$ cat src/design/ahma_pkg.sv
package ahma_pkg;

  localparam int SAMPLE_WIDTH_DEF  = 16;
  localparam int CORDIC_STAGES_DEF = 16;
  localparam int ATAN_ENTRIES      = 24;
  localparam int FRAC_BITS         = 16;
  localparam int HEADING_W         = 12;
  localparam int MAGNITUDE_W       = 11;
  localparam int THR_W             = 16;
  localparam int THR_SQ_W          = 2 * THR_W;

  localparam logic [THR_W-1:0] THR_RESET = 16'd7680;

  // angle units: 1/65536 tenth of a degree
  localparam int ANGLE_W   = 30;
  localparam int FULL_TURN = 3600 * (1 << FRAC_BITS);
  localparam int HALF_TURN = 1800 * (1 << FRAC_BITS);
  localparam logic [HEADING_W-1:0] TENTHS_WRAP = 12'd3600;

  function automatic logic [31:0] atan_entry(input int idx);
    logic [31:0] v;
    case (idx)
      0:  v = 32'd29491200;
      1:  v = 32'd17409672;
      2:  v = 32'd9198793;
      3:  v = 32'd4669451;
      4:  v = 32'd2343786;
      5:  v = 32'd1173036;
      6:  v = 32'd586661;
      7:  v = 32'd293348;
      8:  v = 32'd146676;
      9:  v = 32'd73339;
      10: v = 32'd36669;
      11: v = 32'd18335;
      12: v = 32'd9167;
      13: v = 32'd4584;
      14: v = 32'd2292;
      15: v = 32'd1146;
      16: v = 32'd573;
      17: v = 32'd286;
      18: v = 32'd143;
      19: v = 32'd72;
      20: v = 32'd36;
      21: v = 32'd18;
      22: v = 32'd9;
      23: v = 32'd4;
      default: v = 32'd0;
    endcase
    return v;
  endfunction

endpackage

$ cat src/design/ahma_heading.sv
module ahma_heading #(
  parameter int SW  = ahma_pkg::SAMPLE_WIDTH_DEF,
  parameter int NST = ahma_pkg::CORDIC_STAGES_DEF,
  parameter int LAT = ahma_pkg::CORDIC_STAGES_DEF + 2
) (
  input  logic                                clk,
  input  logic                                en,
  input  logic signed [SW-1:0]                x,
  input  logic signed [SW-1:0]                y,
  output logic        [ahma_pkg::HEADING_W-1:0] heading
);
  import ahma_pkg::*;

  localparam int XW  = SW + 19;
  localparam int PAD = LAT - NST - 2;

  logic signed [XW-1:0]      cx [NST+1];
  logic signed [XW-1:0]      cy [NST+1];
  logic signed [ANGLE_W-1:0] cz [NST+1];
  logic                      zf [NST+1];

  logic signed [XW-1:0] xe, ye;
  logic                 neg;

  assign xe  = XW'(x);
  assign ye  = XW'(y);
  assign neg = x[SW-1];

  // fold left half plane by a half turn
  always_ff @(posedge clk) begin
    if (en) begin
      cx[0] <= (neg ? -xe : xe) <<< FRAC_BITS;
      cy[0] <= (neg ? -ye : ye) <<< FRAC_BITS;
      cz[0] <= neg ? ANGLE_W'(HALF_TURN) : '0;
      zf[0] <= (x == '0) && (y == '0);
    end
  end

  for (genvar i = 0; i < NST; i++) begin : g_rot
    localparam logic signed [ANGLE_W-1:0] ATAN = ANGLE_W'(atan_entry(i));
    always_ff @(posedge clk) begin
      if (en) begin
        zf[i+1] <= zf[i];
        if (cy[i] > 0) begin
          cx[i+1] <= cx[i] + (cy[i] >>> i);
          cy[i+1] <= cy[i] - (cx[i] >>> i);
          cz[i+1] <= cz[i] + ATAN;
        end else begin
          cx[i+1] <= cx[i] - (cy[i] >>> i);
          cy[i+1] <= cy[i] + (cx[i] >>> i);
          cz[i+1] <= cz[i] - ATAN;
        end
      end
    end
  end

  logic signed [ANGLE_W-1:0] zw;
  logic        [ANGLE_W-1:0] zr;
  logic        [HEADING_W-1:0] tenths;

  always_comb begin
    zw     = cz[NST][ANGLE_W-1] ? cz[NST] + ANGLE_W'(FULL_TURN) : cz[NST];
    zr     = unsigned'(zw) + ANGLE_W'(1 << (FRAC_BITS - 1));
    tenths = zr[FRAC_BITS +: HEADING_W];
    if (tenths == TENTHS_WRAP || zf[NST]) begin
      tenths = '0;
    end
  end

  logic [HEADING_W-1:0] hd [PAD+1];

  always_ff @(posedge clk) begin
    if (en) begin
      hd[0] <= tenths;
    end
  end

  for (genvar k = 1; k <= PAD; k++) begin : g_pad
    always_ff @(posedge clk) begin
      if (en) begin
        hd[k] <= hd[k-1];
      end
    end
  end

  assign heading = hd[PAD];
endmodule

$ cat config.mk
export PLATFORM = sky130hd
export DESIGN_NAME = ahma_heading
export DESIGN_NICKNAME = d
export VERILOG_FILES = /design/src/design/ahma_pkg.sv /design/src/design/ahma_heading.sv
export SDC_FILE = /design/constraint.sdc
export NUM_CORES = 2
export LEC_CHECK = 0
export BUFFER_PORTS_ARGS = -buffer_cell sky130_fd_sc_hd__buf_4
export CAP_MARGIN = 20
export CORE_MARGIN = 2
export CORE_UTILIZATION = 46
export CTS_CLUSTER_DIAMETER = 150
export DETAILED_ROUTE_END_ITERATION = 12
export HOLD_SLACK_MARGIN = 0.02
export PLACE_DENSITY_LB_ADDON = 0.3
export SYNTH_ARGS = -nofsm -noshare
export SYNTH_HDL_FRONTEND = slang
export SYNTH_SLANG_ARGS = --single-unit
$ cat constraint.sdc
create_clock -name clk -period 9.5 [get_ports clk]
set_clock_uncertainty 0.2 [all_clocks]
set_input_delay 1.9 -clock clk [delete_from_list [all_inputs] [get_ports clk]]
set_output_delay 1.9 -clock clk [all_outputs]
set_load 0.02 [all_outputs]
Word level (Yosys, flattened, before mapping)
Memories as Yosys holds them, arrays and structs flattened.
Index checks and enable logic that the tools add are counted.
Storage, ports and cells
  output and inout port bits: 12
  bits in registers: 0
  input bits: 34
  memories kept: 5
  bits in writable memories: 1729
  logic and storage cells: 324
Cells by class
  add/subtract/negate cells: 99
  bitwise gates (word level): 48
  reductions and logical operators: 4
  $lt $le $gt $ge: 16
  mux-type cells: 151
  equality and inequality tests: 1
Memories
  cx: depth 17, bits a word 35, rd ports 16, clocked after memory_dff 0, wr ports 17, line ahma_heading.sv:17  | logic signed [XW-1:0] cx [NST+1];
  cy: depth 17, bits a word 35, rd ports 16, clocked after memory_dff 0, wr ports 17, line ahma_heading.sv:18  | logic signed [XW-1:0] cy [NST+1];
  cz: depth 17, bits a word 30, rd ports 17, clocked after memory_dff 0, wr ports 17, line ahma_heading.sv:19  | logic signed [ANGLE_W-1:0] cz [NST+1];
  zf: depth 17, bits a word 1, rd ports 17, clocked after memory_dff 0, wr ports 17, line ahma_heading.sv:20  | logic zf [NST+1];
  hd: depth 1, bits a word 12, rd ports 1, clocked after memory_dff 0, wr ports 1, line ahma_heading.sv:70  | logic [HEADING_W-1:0] hd [PAD+1];
Operator list (count)
  $mux W35: 32
  $gt A35 B1 Y1 const B: 16
  $mux W30: 16
  $mux W1: 98
  $add A35 B20 Y35: 2
  $add A35 B21 Y35: 2
  $add A35 B22 Y35: 2
  $add A35 B23 Y35: 2
  $add A35 B24 Y35: 2
  $add A35 B25 Y35: 2
  $add A35 B26 Y35: 2
  $add A35 B27 Y35: 2
  $add A35 B28 Y35: 2
  $add A35 B29 Y35: 2
  $add A35 B30 Y35: 2
  $add A35 B31 Y35: 2
  $add A35 B32 Y35: 2
  $add A35 B33 Y35: 2
  $add A35 B34 Y35: 2
  $sub A35 B20 Y35: 2
  $sub A35 B21 Y35: 2
  $sub A35 B22 Y35: 2
  $sub A35 B23 Y35: 2
  $sub A35 B24 Y35: 2
  54 further kinds: 117

Logic depth before layout (Yosys ltp)
An unclocked memory read counts as a cell.
  word-level depth: 7
  mapped depth: 27
  mapped depth without buffers: 25

Least setup slack after synthesis
No wires, ideal clock.
  kind: in2reg
  from: in en
  to: mem cx[12][34] (netlist name) (data pin)
  path slack: 2279 ps
  arrival: 6761 ps
  setup time: 260 ps
  path buffers: 2
  stages: 23
  required time: 9040 ps
  cells stage by stage: clkinv_1 > nor4_1 > nand3_1 > nor2_1 > o21ai_1 > inv_2 > clkbuf_1 > buf_1 > nor2_1 > xnor2_1 > ha_1 > a21o_1 > a21oi_1 > nor2b_1 > o21a_1 > o211ai_1 > a32oi_1 > a221oi_1 > o31ai_1 > o41ai_1 > o2111ai_1 > a21oi_1 > xnor2_1
RTL lines
  from (decl): line ahma_heading.sv:7  | input logic en,
  to (decl): line ahma_heading.sv:17

==> impl_results.md <==
- Via total after detailed routing: 88280
- Worst-skew pair later-pin latency: between 0.8 and 0.9 ns
- Final WL: roughly 300 mm
- Input/output buffers: 45
- Final hold vios: 0
- Register area share after synthesis: a little over a third
- Chip width: about 500 um
- Die Ht: a little under 500 um
- Register area: 40570 sq um
- DR pass1 iterations: 7
- TritonCTS clock tree: built
- Fin nets: 12980
- Most frequent cells in the layout: edfxtp_1, ha_1, xnor2_1
- Most common cell after layout, fill and taps aside: edfxtp_1
- Run status: finished, final reports clean
- Synth area leader: edfxtp_1
- GR peak layer: met2
- Via-to-Cell Ratio: slightly below 6
- First-pass GRT wire length: 471.4 mm
- Die area: 246500 sq um
- Tot GR Track Use: approximately a quarter
- Final min period: ~7.6 ns
- Slew Limit Headroom: 26.16%
- Synth Instances: about 12000
- RD Place Congestion: 0.9723
- Final setup fails: 0
- Initial Utilization: a little under half
- CORE AREA: approximately 240000 sq um
- Worst Path Required: around 9.9 ns
- Slew Viols, Final: 0
- Data arrival, critical path: slightly below 8 ns
- Post-detail-place hpwl: 240.3 mm
- Clock sinks: roughly 1400
- Number of max-cap violations: 0
- Post-synth EDFFs: ~1400
- ANT nets after route: 0
- Top cells by area, synth: edfxtp_1, ha_1, xnor2_1
- Fin Hold WS: 0.2173 ns
- Multi-input gate area: around 70000 sq um
- Post CTS Setup Buffer Count: 0
- Family with the most delay on the worst path: simple AND/OR/NAND/NOR gates
- Async set-reset flop share out of synthesis: 0%
- Cell Area, Placed: about 120000 sq um
- Period utilisation layout: 79.78%
- Number of antenna violations at the first check in global routing: 5
- Post-Syn Area: about 110000 sq um
- Post_cts resized: 0
- Max Freq: between 0.1 and 0.15 GHz
- Critical-path top delay cell: a2111oi_0
- Buf/Inv on CP: 1
- CP Cell Sequence: nor2_1 -> nor4b_1 -> nor3b_1 -> nand3_1 -> nor2_1 -> o21ai_2 -> buf_4 -> nand2_1 -> o21ai_0 -> fa_1 -> a211o_1 -> a2111oi_0 -> o21ai_0 -> o2111ai_1 -> a21oi_1 -> nor3_1 -> nor2_1 -> a41oi_1 -> a21oi_1 -> o21a_1 -> nor2_1 -> xnor2_1
- Mean post-synth cell area: between 9 and 10 sq um
- CTS Root Cell: clkbuf_16
- Worst Path Max Fanout: 25
- Number of I/O pins: 46
- Post-route design area: 121100 sq um
- Number of H-tree levels: 4
- Critical path class: reg -> reg
- CP startpoint kind: flop
- Wire length per cell: between 20 and 25 um
- Post-synth top area share: between 30% and 40%
- CTS clk-pin slew, worst paths: about 0.06 ns
- Setup TNS: 0 ns
- RSZ-0062 raised after global routing: false
- GRT met2 Usage: roughly 39%
- Post-CTS Hold Buffers: 0
- Row count: 180
- Delay of the slowest critical-path stage: ~0.84 ns
- Worst min path class: reg -> reg
- M1 GR Usage: a little under a third
- Drt drc: 0
- Global route overflow: 0
- Yosys reg bits: about 1400
- Synth-to-Final Area Change: 8.563%
- Vias in the first global route: 84260
- Initial DRC count: slightly above 7000
- Setup crit end kind: flop
- CTS Buffer Depth: 3
- Yosys synthesis warning count: 0
- Yosys cell types: roughly 110
- Grt met3 use: roughly 3.4%
- Synth Flop Type: edfxtp_1
- Share of cells above drive strength 1: under 10%
- CP most frequent cell: nor2_1
- CTS Buf Count: between 150 and 200
- Worst Max-Slew Pin Slew: approximately 1.1 ns
- Largest net degree at the start of global routing: 190
- # fillers: approximately 22000
-- logic make-up after synthesis --
group,count (synthesis),synth area share [%]
compound gates,3283,18.73
simple gates,3161,13.73
xor+xnor,1716,13.47
flops,1351,36.37
fa+ha+maj,1305,14.88
buf+inv,682,2.312
mux,54,0.5070
other cells,1,0.003362
-- sequential cells by signal, summed over array words and instances (netlist names) --
name,count
zf,17
cx,430
cy,481
cz,411
hd,12
-- metal layers --
layer  vias to the layer above  routed length (um)
met2                      2499              140200
met1                     42180              134600
li1                      43040                   -
met3                       563               16570
met5                         -                   0
met4                         0               12210
-- layout make-up --
type | count | share of cell area, %
diodes | 3 | 0.006199
clock buffers | 188 | 3.498
clock inverters | 104 | 0.9071
inverters | 496 | 1.537
multi-input cells | 9522 | 56.55
flip-flops and latches | 1351 | 33.50
well taps | 3185 | 3.291
repair buffers | 110 | 0.7149
-- worst paths after layout --
path | slack, ns | cells past startpoint | from | to
setup reg to reg | 1.92 | 22 | cy[11][14] | cy[12][34]
hold reg to reg | 0.22 | 0 | cz[13][2] | cz[14][2]
setup / recovery | 1.92 | 22 | cy[11][14] | cy[12][34]
hold / removal | 0.22 | 0 | cz[13][2] | cz[14][2]
-- cells in the mapped netlist (44+ instances only) --
library cell / instances
edfxtp_1: 1351
ha_1: 1269
xnor2_1: 1143
a21oi_1: 1016
nor2_1: 962
nand2_1: 698
o21ai_0: 600
xor2_1: 573
inv_1: 487
a21o_1: 434
nor3_1: 315
nand2b_1: 208
o21a_1: 201
nand3_1: 198
nor2b_1: 160
clkbuf_1: 150
o21bai_1: 149
o31ai_1: 144
nor4_1: 115
or3_1: 113
a31oi_1: 110
and3_1: 96
o41ai_1: 77
o21ai_1: 74
a211oi_1: 72
nand4_1: 62
or4_1: 55
and2_1: 44
-- metrics by stage --
stage          cells  util (%)  worst slack, ns
2_1_floorplan  11560         -            2.279
3_3_place_gp   14660     48.08            1.366
3_5_place_dp   14660     48.08            1.380
4_1_cts        14960     50.30            2.020
5_1_grt        14960     50.30            1.385
6_report       14960     50.30            1.921
Power is left out: the tool's default activity adds up to more than one toggle a clock period on the data nets, which glitch-free logic cannot reach.
