--- src/design/ahma_pkg.sv ---
package ahma_pkg;

  localparam int SAMPLE_WIDTH_DEF  = 16;
  localparam int CORDIC_STAGES_DEF = 16;
  localparam int ATAN_ENTRIES      = 24;
  localparam int FRAC_BITS         = 16;
  localparam int HEADING_W         = 12;
  localparam int MAGNITUDE_W       = 11;
  localparam int THR_W             = 16;
  localparam int THR_SQ_W          = 2 * THR_W;

  localparam logic [THR_W-1:0] THR_RESET = 16'd7680;

  // angle units: 1/65536 tenth of a degree
  localparam int ANGLE_W   = 30;
  localparam int FULL_TURN = 3600 * (1 << FRAC_BITS);
  localparam int HALF_TURN = 1800 * (1 << FRAC_BITS);
  localparam logic [HEADING_W-1:0] TENTHS_WRAP = 12'd3600;

  function automatic logic [31:0] atan_entry(input int idx);
    logic [31:0] v;
    case (idx)
      0:  v = 32'd29491200;
      1:  v = 32'd17409672;
      2:  v = 32'd9198793;
      3:  v = 32'd4669451;
      4:  v = 32'd2343786;
      5:  v = 32'd1173036;
      6:  v = 32'd586661;
      7:  v = 32'd293348;
      8:  v = 32'd146676;
      9:  v = 32'd73339;
      10: v = 32'd36669;
      11: v = 32'd18335;
      12: v = 32'd9167;
      13: v = 32'd4584;
      14: v = 32'd2292;
      15: v = 32'd1146;
      16: v = 32'd573;
      17: v = 32'd286;
      18: v = 32'd143;
      19: v = 32'd72;
      20: v = 32'd36;
      21: v = 32'd18;
      22: v = 32'd9;
      23: v = 32'd4;
      default: v = 32'd0;
    endcase
    return v;
  endfunction

endpackage

--- src/design/ahma_magnitude.sv ---
module ahma_magnitude #(
  parameter int SW  = ahma_pkg::SAMPLE_WIDTH_DEF,
  parameter int LAT = ahma_pkg::SAMPLE_WIDTH_DEF + 10
) (
  input  logic                                  clk,
  input  logic                                  en,
  input  logic signed [SW-1:0]                  x,
  input  logic signed [SW-1:0]                  y,
  input  logic signed [SW-1:0]                  z,
  input  logic [ahma_pkg::THR_SQ_W-1:0]         thr_sq,
  output logic [ahma_pkg::MAGNITUDE_W-1:0]      magnitude,
  output logic                                  abnormal
);
  import ahma_pkg::*;

  localparam int SSW = 2 * SW + 2;
  localparam int NW  = 2 * SW + 10;
  localparam int RW  = NW / 2;
  localparam int CW  = SSW > THR_SQ_W ? SSW : THR_SQ_W;
  localparam int PAD = LAT - RW - 5;

  logic [SW-1:0]    ax, ay, az;
  logic [2*SW-1:0]  qx, qy, qz;
  logic [SSW-1:0]   s2, s3;
  logic [NW-1:0]    n3;

  always_ff @(posedge clk) begin
    if (en) begin
      ax <= x[SW-1] ? unsigned'(SW'(-x)) : unsigned'(x);
      ay <= y[SW-1] ? unsigned'(SW'(-y)) : unsigned'(y);
      az <= z[SW-1] ? unsigned'(SW'(-z)) : unsigned'(z);
      qx <= ax * ax;
      qy <= ay * ay;
      qz <= az * az;
      s2 <= SSW'(qx) + SSW'(qy) + SSW'(qz);
      s3 <= s2;
      // 100 * s as shifts and adds
      n3 <= (NW'(s2) << 6) + (NW'(s2) << 5) + (NW'(s2) << 2);
    end
  end

  logic [RW+1:0]  rem  [RW+1];
  logic [RW-1:0]  root [RW+1];
  logic [NW-1:0]  nsh  [RW+1];
  logic [SSW-1:0] sp   [RW+1];

  assign rem[0]  = '0;
  assign root[0] = '0;
  assign nsh[0]  = n3;
  assign sp[0]   = s3;

  // one result bit of floor(sqrt(100 s)) per stage
  for (genvar k = 0; k < RW; k++) begin : g_sqrt
    logic [RW+3:0] rin, trial, diff;
    assign rin   = {rem[k], nsh[k][NW-1 -: 2]};
    assign trial = {2'b00, root[k], 2'b01};
    assign diff  = rin - trial;
    always_ff @(posedge clk) begin
      if (en) begin
        nsh[k+1] <= nsh[k] << 2;
        sp[k+1]  <= sp[k];
        if (rin >= trial) begin
          rem[k+1]  <= diff[RW+1:0];
          root[k+1] <= {root[k][RW-2:0], 1'b1};
        end else begin
          rem[k+1]  <= rin[RW+1:0];
          root[k+1] <= {root[k][RW-2:0], 1'b0};
        end
      end
    end
  end

  logic [RW:0]          rsum;
  logic [RW-9:0]        mq;
  logic [MAGNITUDE_W-1:0] mag;

  always_comb begin
    rsum = {1'b0, root[RW]} + (RW+1)'(256);
    mq   = rsum[RW:9];
    mag  = (mq > (RW-8)'({MAGNITUDE_W{1'b1}})) ? {MAGNITUDE_W{1'b1}} : mq[MAGNITUDE_W-1:0];
  end

  logic [MAGNITUDE_W-1:0] md [PAD+1];
  logic                   ab [PAD+1];

  always_ff @(posedge clk) begin
    if (en) begin
      md[0] <= mag;
      ab[0] <= CW'(sp[RW]) > CW'(thr_sq);
    end
  end

  for (genvar k = 1; k <= PAD; k++) begin : g_pad
    always_ff @(posedge clk) begin
      if (en) begin
        md[k] <= md[k-1];
        ab[k] <= ab[k-1];
      end
    end
  end

  assign magnitude = md[PAD];
  assign abnormal  = ab[PAD];
endmodule
--- config.mk ---
export PLATFORM = sky130hd
export DESIGN_NAME = ahma_magnitude
export DESIGN_NICKNAME = d
export VERILOG_FILES = /design/src/design/ahma_pkg.sv /design/src/design/ahma_magnitude.sv
export SDC_FILE = /design/constraint.sdc
export NUM_CORES = 2
export LEC_CHECK = 0
export BUFFER_PORTS_ARGS = -buffer_cell sky130_fd_sc_hd__buf_4
export CAP_MARGIN = 20
export CORE_ASPECT_RATIO = 1.75
export CORE_UTILIZATION = 64
export CTS_CLUSTER_SIZE = 10
export DETAILED_ROUTE_END_ITERATION = 6
export GPL_ROUTABILITY_DRIVEN = 0
export HOLD_SLACK_MARGIN = 0.02
export PLACE_DENSITY = 0.81
export RECOVER_POWER = 25
export SYNTH_ARGS = -nofsm -noshare
export SYNTH_HDL_FRONTEND = slang
export SYNTH_SLANG_ARGS = --single-unit
--- constraint.sdc ---
create_clock -name clk -period 7.7 [get_ports clk]
set_input_delay 1.54 -clock clk [delete_from_list [all_inputs] [get_ports clk]]
set_output_delay 1.54 -clock clk [all_outputs]
set_load 0.02 [all_outputs]
======== Word level (Yosys, flattened, before mapping) ========
Memory sizes are Yosys's and may differ from the RTL's.
Index checks and enable logic that the tools add are counted.
storage, ports and cells
  bits in registers ....................... 2059
  RAM bits ................................ 12
  bits of input ports ..................... 82
  output and inout port bits .............. 12
  memories kept ........................... 2
operators by class
  add/subtract/negate cells ............... 28
  multipliers ............................. 3
  order comparisons ....................... 23
  multiplexer cells ....................... 47
memories
  memory  words  bits a word  rd ports  clocked after memory_dff  wr ports  RTL line              source
  md      1      11           1         0                         1         ahma_magnitude.sv:83  logic [MAGNITUDE_W-1:0] md [PAD+1];
  ab      1      1            1         0                         1         ahma_magnitude.sv:84  logic ab [PAD+1];
operators by type and width
  cell              count
  $mux 23           19
  $mul 16x16->32    3
  $neg 16->16       3
  $mux 15           3
  $add 41x36->42    1
  $add 40x39->41    1
  $add 33x32->34    1
  $gt 34x32->1      1
  $add 32x32->33    1
  $ge 25x10->1      1
  $ge 25x11->1      1
  $ge 25x12->1      1
  $ge 25x13->1      1
  $ge 25x14->1      1
  $ge 25x15->1      1
  $ge 25x16->1      1
  $ge 25x17->1      1
  $ge 25x18->1      1
  $ge 25x19->1      1
  $ge 25x20->1      1
  $ge 25x21->1      1
  $ge 25x22->1      1
  $ge 25x3->1       1
  $ge 25x4->1       1
  31 further kinds  53

======== Logic depth before layout (Yosys ltp) ========
  depth after elaboration ................. 3
  mapped depth ............................ 26

======== Least setup slack after synthesis ========
OpenSTA, ideal clock, no wires.
  path kind ............................... register to register
  start point ............................. register az[4]
  end point ............................... register qz[30], data pin
  arrival ................................. 6.100 ns
  slack ................................... 1.341 ns
  stages on the path, launching flop included .. 23
  buffers on the path ..................... 2
  clock period less this slack ............ 6.359 ns
  cell sequence ........................... edfxtp_1 > clkbuf_1 > clkbuf_1 > nand2_1 > fa_1 > fa_1 > inv_1 > fa_1 > fa_1 > fa_1 > inv_1 > fa_1 > inv_1 > ha_1 > nand2_1 > o21a_1 > o21ai_0 > a41oi_1 > a211oi_1 > a21boi_1 > o211ai_1 > nand2_1 > a211o_1
between the ends
  cells in the longest elaborated chain, start to end .. 1
RTL lines
  element                 RTL line              source
  from (decl)             ahma_magnitude.sv:22  logic [SW-1:0] ax, ay, az;
  from (signal assigned)  ahma_magnitude.sv:31  az <= z[SW-1] ? unsigned'(SW'(-z)) : unsigned'(z);
  $mul 16x16->32          ahma_magnitude.sv:34  qz <= az * az;
  to (signal assigned)    ahma_magnitude.sv:34
  to (decl)               ahma_magnitude.sv:23  logic [2*SW-1:0] qx, qy, qz;
Every way passes these cells.
A chain may end at the register's enable or synchronous reset.

======== Final worst setup path ========
  start point ............................. register ax[12]
  end point ............................... register qx[31], data pin
between the ends
  cells in the longest elaborated chain, start to end .. 1
RTL lines
  element                 RTL line              source
  from (decl)             ahma_magnitude.sv:22
  from (signal assigned)  ahma_magnitude.sv:29  ax <= x[SW-1] ? unsigned'(SW'(-x)) : unsigned'(x);
  $mul 16x16->32          ahma_magnitude.sv:32  qx <= ax * ax;
  to (signal assigned)    ahma_magnitude.sv:32
  to (decl)               ahma_magnitude.sv:23
Every way passes these cells.

==> flow_metrics.py <==
metrics = {
    "finish": {
        "drive_gt1_share_pct": 5.913,
        "mostFrequentLayoutCell": "edfxtp_1",
        "final_nets": 7344,
        "area_growth_pct": 9.065,
        "layout_common_cells": "edfxtp_1 (1545), inv_1 (962), fa_1 (553)",
        "stdcell_area_um2": 89510,
        "seq_area_um2": 46390,
        "multi_input_area_um2": 31630,
        "n_fill_cell": 8012,
    },
    "critical_path": {
        "path_max_fanout": 13,
        "cp-start-kind": "register",
        "worstPathRequired_ns": 8.24,
        "endpoint_kind": "register",
        "r2r_end": "qx[31]",
        "r2r_start": "ax[12]",
        "reg2reg_depth": 22,
        "criticalPathCategory": "register to register",
        "r2r_setup_slack_ns": 0.71,
        "crit_arrival_ns": 7.53,
    },
    "global_routing": {
        "grt_max_degree": 218,
        "grt_pass1_wl_um": 256600,
        "grt_remaining_overflow": 0,
        "use_met1_pct": 23.73,
        "grtUsageMet3_pct": 4.119,
        "use_met2_pct": 50.09,
        "grt_pass1_vias": 49910,
        "grt_busiest_layer": "met2",
        "grt.total_usage_pct": 26.08,
        "antenna_found_initial": 2,
    },
    "min_path": {
        "hold_path_depth": 0,
        "hp-class": "register to register",
        "hp-start": "nsh[698]",
        "worstHoldEndpoint": "nsh[658]",
    },
    "detailed_routing": {
        "postRouteAntennaNets": 0,
        "routedWlPerCell_um": 20.74,
        "drtIter0Drc": 3220,
        "route.vias.total": 45810,
        "drcViolationCount": 6,
        "routed_wl_um": 163600,
        "dr.pass1.iters": 7,
        "viasPerCell": 5.808,
    },
    "timing": {
        "hold_viol": 0,
        "relSlewSlack_pct": 26.36,
        "fin_crit_ns": 6.986,
        "tns_ns": 0,
        "worst_pin_slew_ns": 1.105,
        "fin_skew_ns": 0.03909,
        "fmaxAchievable_mhz": 143.1,
        "rsz0062_at_grt": "false",
        "finalCritPeriodShare_pct": 90.73,
        "setup_viol_count_final": 0,
        "drv_slew": 0,
        "timing.hold.ws_ns": 0.3833,
    },
    "synthesis": {
        "syn_nets": 7155,
        "async_flop_share_pct": 0,
        "synth_enable_flop_cells": 1545,
        "ys.flop_type": "edfxtp_1",
        "synth_area_per_cell_um2": 13.65,
        "ys_seq_area_share_pct": 56.53,
        "synth_cells": 6014,
        "yosysWarningCount": 0,
        "netlist-cell-type-count": 83,
        "ys_ff_latch": 1545,
        "synth_area_um2": 82070,
    },
    "clocking": {
        "htreeDepth": 4,
        "cts-hold-fix-buffers": 0,
        "cts_setup_buffers": 0,
        "cts.sinks": 1545,
        "path_clk_slew_ns": 0.06,
        "cts.repair.resized": 0,
        "clockBufferDepth": 3,
        "cts_tree": "yes",
        "clock_latency_ns": 0.78,
        "cts_buffers": 174,
        "cts_root_buf": "clkbuf_16",
    },
    "run": {
        "cap_violations": 0,
    },
    "placed_design": {
        "place_hpwl_um": 111800,
        "post_dp_cell_area_um2": 84730,
        "portBuffers": 93,
    },
    "status": {
        "status": "finished, violations left",
        "violations": "design-rule violations",
    },
    "floorplanning": {
        "fp.dieW_um": 272.7,
        "io_pins": 94,
        "core_area_um2": 127100,
        "initial_utilization_pct": 64.59,
        "die_area_um2": 129700,
        "die_h_um": 475.7,
        "rows": 173,
    },
}
==> worst max path at each step <==
stage / startpoint / end / cells after the start
after detailed placement: ax[12] / qx[31] / 22
after global placement: ax[12] / qx[31] / 22
final: ax[12] / qx[31] / 22
after CTS: ax[12] / qx[31] / 22
after global routing: az[4] / qz[31] / 22
after floorplan: az[4] / qz[30] / 22
==> critical path, cell delays in order (launching register included) <==
cell and delay (ns):
edfxtp_1 0.72, inv_1 0.30, nor2_1 0.28, ha_1 0.30, xor2_1 0.18, fa_1 0.54
inv_1 0.07, fa_1 0.52, fa_1 0.44, fa_1 0.54, inv_1 0.05, fa_1 0.52
inv_1 0.04, ha_1 0.37, and4_1 0.27, nand4b_1 0.10, nor4b_1 0.48, o2111ai_1 0.29
nand4_1 0.22, a311oi_1 0.12, o21bai_1 0.16, a21oi_1 0.09, xnor2_1 0.12
==> per-stage QoR <==
step | instances | setup slack, ns | util, %
3_3_place_gp | 7688 | 0.8089 | 66.69
2_1_floorplan | 6014 | 1.341 | -
6_report | 7888 | 0.7137 | 70.44
4_1_cts | 7885 | 0.7324 | 70.44
3_5_place_dp | 7688 | 0.7117 | 66.69
5_1_grt | 7887 | 0.3559 | 70.44
==> cells by family after synthesis <==
| logic type | share of synthesized area, % |
|---|---|
| xor+xnor | 3.831 |
| mux | 0.2211 |
| other cells | 0.004569 |
| compound gates | 5.492 |
| fa+ha+maj | 21.20 |
| simple gates | 7.783 |
| flops | 56.53 |
| buf+inv | 4.932 |
==> synth_stat cells, types with 17 or more instances <==
cell type / count / share of area (%)
edfxtp_1: 1545 / 57
o21ai_0: 94 / 0.57
and3_1: 39 / 0.30
nand2b_1: 56 / 0.43
o21bai_1: 20 / 0.18
a31oi_1: 17 / 0.13
o21ai_1: 46 / 0.28
o21a_1: 49 / 0.45
xor2_1: 154 / 1.6
xnor2_1: 205 / 2.2
fa_1: 553 / 13
nand4_1: 38 / 0.29
clkbuf_1: 101 / 0.46
ha_1: 506 / 7.7
inv_1: 962 / 4.4
nor3_1: 80 / 0.49
a211oi_1: 18 / 0.16
nor2b_1: 38 / 0.29
or4_1: 18 / 0.16
a21o_1: 98 / 0.90
a21oi_1: 203 / 1.2
or3_1: 32 / 0.24
and2_1: 156 / 1.2
o31ai_1: 28 / 0.26
nor2_1: 214 / 0.98
nand2_1: 384 / 1.8
nand3_1: 61 / 0.37
nor4_1: 59 / 0.45
==> registers in the layout (all words and copies together), names as in the netlist <==
signal and count:
root 13, md 11, ay 16, nsh 132, ab 1, g_sqrt.rin 258
sp 714, n3 25, az 16, qz 31, qx 31, s2 34
s3 34, qy 31, g_sqrt.trial 182, ax 16
==> metal layers <==
metal  part of all wire, %  vias up
met4                   8.8        0
met1                    31    22740
met5                     0        -
met2                    56     1417
met3                   4.0      622
li1                      -    21030
==> layout make-up <==
type,instances,share of cell area (%)
antenna,2,0.005592
clock buffer,179,4.933
multi-input combinational,3393,35.34
timing repair buffer,124,1.129
inverter,965,4.047
tap,1662,2.323
clock inverter,18,0.3900
sequential,1545,51.83
Power is left out: the tool's default activity adds up to more than one toggle a clock period on the data nets, which glitch-free logic cannot reach.
